**src/rtl/core/ffha_pkg.sv**
```systemverilog
package ffha_pkg;

   localparam int ADDR_BITS   = 16;
   localparam int SIZE_W      = ADDR_BITS + 1;
   localparam int HND_W       = 6;
   localparam int MAX_HANDLES = 64;
   localparam int RESULT_CAP  = 64;
   localparam logic [SIZE_W-1:0] POOL_MAX = SIZE_W'(1) << ADDR_BITS;

   typedef enum logic [1:0] {
      OP_ALLOC  = 2'd0,
      OP_FREE   = 2'd1,
      OP_DEREF  = 2'd2,
      OP_DEFRAG = 2'd3
   } req_op_type;

   typedef enum logic [2:0] {
      ST_OK         = 3'd0,
      ST_NO_SPACE   = 3'd1,
      ST_BAD_HANDLE = 3'd2,
      ST_FREED      = 3'd3,
      ST_FULL       = 3'd4
   } status_type;

   typedef enum logic [4:0] {
      S_INIT,
      S_IDLE,
      S_D_OUT,
      S_A_RD,
      S_A_CHK,
      S_A_HND,
      S_A_SH,
      S_A_SHW,
      S_A_WR1,
      S_A_WR0,
      S_F_RD,
      S_F_CHK,
      S_F_MRG,
      S_RM_RD,
      S_RM_WR,
      S_G_RD,
      S_G_CHK,
      S_G_CPRD,
      S_G_CPWR,
      S_G_END
   } state_type;

   typedef struct packed {
      req_op_type             req_type;
      logic [SIZE_W-1:0]      alloc_size;
      logic [HND_W-1:0]       handle;
   } ffha_req_type;

   typedef struct packed {
      status_type             status;
      logic [HND_W-1:0]       handle_out;
      logic [ADDR_BITS-1:0]   offset;
      logic [ADDR_BITS-1:0]   move_src;
      logic [ADDR_BITS-1:0]   move_dst;
      logic [SIZE_W-1:0]      move_len;
      logic                   last;
   } ffha_rsp_type;

   typedef struct packed {
      logic [ADDR_BITS-1:0]   off;
      logic [SIZE_W-1:0]      size;
      logic                   free;
      logic [HND_W-1:0]       owner;
   } seg_entry_type;

   function automatic ffha_rsp_type rsp_of(status_type st, logic [HND_W-1:0] h,
                                           logic [ADDR_BITS-1:0] off);
      ffha_rsp_type r;
      r            = '0;
      r.status     = st;
      r.handle_out = h;
      r.offset     = off;
      r.last       = 1'b1;
      return r;
   endfunction

endpackage

```
**src/rtl/core/ffha_seg_table.sv**
```systemverilog
module ffha_seg_table #(
   parameter int DEPTH = 64,
   parameter int AW    = 6
) (
   input  logic                    clock,
   input  logic                    we,
   input  logic [AW-1:0]           waddr,
   input  ffha_pkg::seg_entry_type wdata,
   input  logic [AW-1:0]           raddr,
   output ffha_pkg::seg_entry_type rdata
);
   import ffha_pkg::*;

   seg_entry_type mem [DEPTH];

   always_ff @(posedge clock) begin
      if (we) begin
         mem[waddr] <= wdata;
      end
      rdata <= mem[raddr];
   end

endmodule

```
**config.mk**
```make
export PLATFORM = sky130hd
export DESIGN_NAME = ffha_seg_table
export DESIGN_NICKNAME = d
export VERILOG_FILES = /design/src/rtl/core/ffha_pkg.sv /design/src/rtl/core/ffha_seg_table.sv
export SDC_FILE = /design/constraint.sdc
export NUM_CORES = 2
export LEC_CHECK = 0
export BUFFER_PORTS_ARGS = -buffer_cell sky130_fd_sc_hd__buf_4
export CELL_PAD_IN_SITES_DETAIL_PLACEMENT = 0
export CELL_PAD_IN_SITES_GLOBAL_PLACEMENT = 1
export CORE_UTILIZATION = 25
export DETAILED_ROUTE_END_ITERATION = 8
export PLACE_DENSITY_LB_ADDON = 0.05
export SLEW_MARGIN = 5
export SYNTH_ARGS = -nofsm -noshare
export SYNTH_HDL_FRONTEND = slang
export SYNTH_SLANG_ARGS = --single-unit
```
**constraint.sdc**
```tcl
create_clock -name clock -period 4.4 [get_ports clock]
set_input_delay 0 -clock clock [delete_from_list [all_inputs] [get_ports clock]]
set_output_delay 0 -clock clock [all_outputs]
set_load 0.02 [all_outputs]
```
### Yosys cells after proc, flatten, opt, wreduce, memory -nomap -nowiden

Memory sizes are Yosys's and may differ from the RTL's. A register that Yosys moved wholly into a read port is not among the register bits.
Index checks and enable logic that the tools add are counted.

| storage, ports and cells | value |
|---|---|
| flip-flop bits (word level) | 0 |
| memory bits (writable) | 2560 |
| input bits | 54 |
| output and inout bits | 40 |
| word-level logic and storage cells | 3 |
| memories | 1 |

| operators by class | value |
|---|---|
| muxes and demuxes | 2 |

Memory list:

| name | depth | bits a word | rd ports | clocked after Yosys merged registers in | wr ports | RTL line | RTL |
|---|---|---|---|---|---|---|---|
| mem | 64 | 40 | 1 | 1 | 1 | ffha_seg_table.sv:14 | `seg_entry_type mem [DEPTH];` |

Operators with widths:

| kind | number |
|---|---|
| two-way mux 1 bit | 2 |

### Depth between registers and ports, before layout

| depth | value |
|---|---|
| depth in word-level cells | 2 |
| mapped depth | 9 |

### Least setup slack after synthesis

OpenSTA, ideal clock, no wires.

| timing path | value |
|---|---|
| kind | input port to flip-flop |
| start point | in waddr[3] |
| end point | mem mem[48][0] (netlist name) (enable) |
| data arrival time | 3.236 ns |
| data required time | 3.913 ns |
| path slack | 0.678 ns |
| cell stages on the path | 4 |
| buffers on the path | 1 |
| cells stage by stage | clkbuf_1 nor2b_1 nand4b_1 nor3_1 |

RTL lines:

| item | RTL line | RTL |
|---|---|---|
| start: declaration | ffha_seg_table.sv:7 | `input logic [AW-1:0] waddr,` |
| end: declaration | ffha_seg_table.sv:14 |  |

Straight into the memory's write port.

==> out/metrics.csv <==
stage;metric;value;unit
sta;Layout Skew;0.02904;ns
synthesis;synthesized cell area;97840;µm²
grt;met1 Resource Use GR;23.21;%
synthesis;synth top area cells;edfxtp_1, mux4_2, mux2i_1;
die;die width;627.6;µm
clock_network;worst-skew pair later-pin latency;0.90;ns
sta;Highest Clock Rate;385.2;MHz
critical_path;critical path capture point type;flop;
grt;vias in the first global route;49675;
critical_path;crit start category;input pin;
clock_network;post-cts hold buffer count;54;
clock_network;CTS tree;yes;
sta;Slew Limit Headroom;23.27;%
power_and_ir_drop;Pwr Total;55.03;mW
layout;Total Nets Final;4717;
power_and_ir_drop;power per cell area;468.8;nW/µm²
run_status;failing checks;DRC;
grt;initial antenna violation count;21;
grt;met3 GRT Util;2.182;%
die;core area;389400;µm²
synthesis;register area share after synthesis;79.39;%
placement;Detail Placement HPWL;194700;µm
worst_hold_path;Hold Crit Class;in2reg;
worst_hold_path;worst hold start;raddr[2];
grt;largest net degree at the start of global routing;95;
critical_path;worst r2r dst;rdata[32];
job;Max Cap Viol;0;
sta;Worst-Margin Slew;1.151;ns
run_status;outcome;finished, violations left;
detailed_routing;Post-DRT Antenna Nets;0;
synthesis;Mean Syn Cell Area;23.32;µm²
sta;fin crit share;59.00;%
sta;Period minus WS final;2.596;ns
detailed_routing;DR iter-0 viols;3579;
detailed_routing;final WL;332300;µm
grt;GR Util met2;27.90;%
critical_path;RR Startpoint;mem[29][32];
synthesis;Most used DFF post-synth;edfxtp_1;
clock_network;clk sinks;2600;
clock_network;post-cts resize count;0;
synthesis;Distinct cells, synth;36;
clock_network;Max Buffers Root-to-Sink;4;
placement;IO Port Bufs;93;
grt;busiest grt layer;met2;
synthesis;main combinational cell family by area after synthesis;multiplexers;
clock_network;Post-CTS Repair Setup Buffers;0;
synthesis;asr flop ratio synth;0;%
synthesis;Syn Nets;4249;
synthesis;synth warn;0;
synthesis;largest area contributor in the netlist;edfxtp_1;
power_and_ir_drop;Lkg Pwr;35.98;nW
synthesis;Compound-Gate Fraction of Synth Area;2.677;%
sta;Slew Viols, Final;0;
die;row cnt;229;
detailed_routing;1st-pass router iterations;9;
synthesis;Adder-Cell Fraction of Synth Area;0;%
synthesis;Simple-Gate Fraction of Synth Area;1.076;%
critical_path;flop2flop setup slack;2.18;ns
critical_path;Setup CP Type;in2reg;
clock_network;clock root buffer;clkbuf_16;
grt;GRT Resource Usage Total;16.73;%
die;initial core utilization;25.13;%
critical_path;crit-path max FO;22;
die;Die Area;393900;µm²
synthesis;top-count cell post-synth;edfxtp_1;
synthesis;Synth Register Bits;2600;
sta;final setup fails;0;
die;die height;627.6;µm
grt;first-pass GRT wire length;449000;µm
synthesis;share of the synthesized area in the top cell type;78.57;%
synthesis;Syn Inst Count;4195;
die;num ports;94;
detailed_routing;via count;46447;
sta;RSZ-0062 raised after global routing;false;
synthesis;Synth Area in XOR/XNOR;0;%
worst_hold_path;Hold Crit Endpoint;rdata[38];
clock_network;CTS clk-pin slew, worst paths;0.06;ns
worst_hold_path;Hold Crit Depth;5;
synthesis;top cells by count, synth;edfxtp_1, mux4_2, o22ai_1;
clock_network;CTS H-tree depth;5;
synthesis;EDFF count, synth;2560;
critical_path;R2R depth;4;
clock_network;Num CTS Buffers;308;
sta;setup tns final;0;ns
detailed_routing;DRC;10;
layout;Synth-to-Final Area Change;19.98;%
synthesis;mux share of post-synthesis cell area;15.59;%
critical_path;required time worst endpoint;5.24;ns
layout;fraction of final layout cells sized beyond drive strength 1;30.46;%
detailed_routing;Vias/cell;4.596;
grt;GRT overflow;0;
sta;Hold Violations, Final;0;
placement;Placer Congestion;0.7081;
detailed_routing;wire length per cell;32.88;µm
critical_path;WP data arrival;3.44;ns
power_and_ir_drop;worst vdd ir;0.2945;mV
state kept, by name, summed over array words and instances, names as in the netlist:
name,flops
mem,2560
rdata,40
layout by cell type (no fill, tap or decap), types with 9 or more instances in the layout:
cell              n
mux2i_1         113
clkbuf_8         11
o22a_1           26
mux2_2           38
clkbuf_1         77
bufinv_16        14
o22ai_1         143
nand2b_1          9
edfxtp_1       2560
clkinv_1         62
nor4_1           26
dlygate4sd3_1    54
a22o_1           16
nor2_1           33
o21ai_1          14
a21oi_1          68
nor2_4           62
buf_12           81
clkinv_2         50
o221ai_1         42
dfxtp_1          40
buf_4           258
nor2b_1          12
mux4_2          608
a221oi_1         34
a22oi_1          18
nand2_1          14
clkbuf_16       322
critical path: stages:
cell,delay [ns]
dlygate4sd3_1,0.53
buf_4,0.22
buf_4,0.34
nand2_1,0.81
buf_4,0.31
o21ai_1,0.08
a21oi_1,0.87
o22a_1,0.22
worst max path at each step:
stage | start | endpoint | slack, ns | depth (start not counted)
2_1_floorplan | waddr[3] | mem[48][0] | 0.68 | 4
5_1_grt | waddr[3] | mem[54][20] | 1.75 | 7
3_5_place_dp | raddr[0] | rdata[2] | 1.05 | 7
4_1_cts | raddr[4] | rdata[2] | 1.80 | 7
3_3_place_gp | raddr[0] | rdata[37] | 0.73 | 7
6_report | raddr[5] | rdata[9] | 1.80 | 8
kinds of logic (layout without fill, tap and decap cells):
kind of cell,count (synthesis),count (layout)
DFF,2600,2600
muxes,759,759
AOI/OAI and AO/OA,383,383
buffers and inverters,238,947
and+or+nand+nor,215,215
other,0,5
area by class of cell:
| type | instances | area, µm² |
|---|---|---|
| clock buffers | 410 | 8498 |
| clock inverters | 141 | 1064 |
| multi-input cells | 1357 | 19490 |
| well taps | 5197 | 6502 |
| diodes | 5 | 12.51 |
| fillers | 37443 | 272000 |
| flip-flops and latches | 2600 | 77670 |
| repair buffers | 396 | 4144 |
metal layers:
metal  wire length, µm  part of all wire [%]
met3             11640                   3.5
met5                66                 0.020
met2            161400                    49
met4              7172                   2.2
met1            152000                    46
stage by stage:
stage	util [%]	instance area, µm²	instances	setup WS, ns	hold slack [ns]
2_1_floorplan	-	97840	4195	0.6777	0.09887
6_report	30.15	117400	10106	1.804	0.09863
3_5_place_dp	27.55	107300	9496	1.048	0.4259
5_1_grt	30.14	117400	10103	1.745	0.09842
4_1_cts	30.14	117400	10101	1.799	0.04790
3_3_place_gp	27.53	107200	9492	0.7332	0.4436
power by group:
group	total (mW)	switching (mW)	internal (mW)
combinational	2.81	1.80	1.00
clock	24.7	10.3	14.3
sequential	27.6	0.129	27.4
Note: power is estimated with default switching activity, not from simulation.
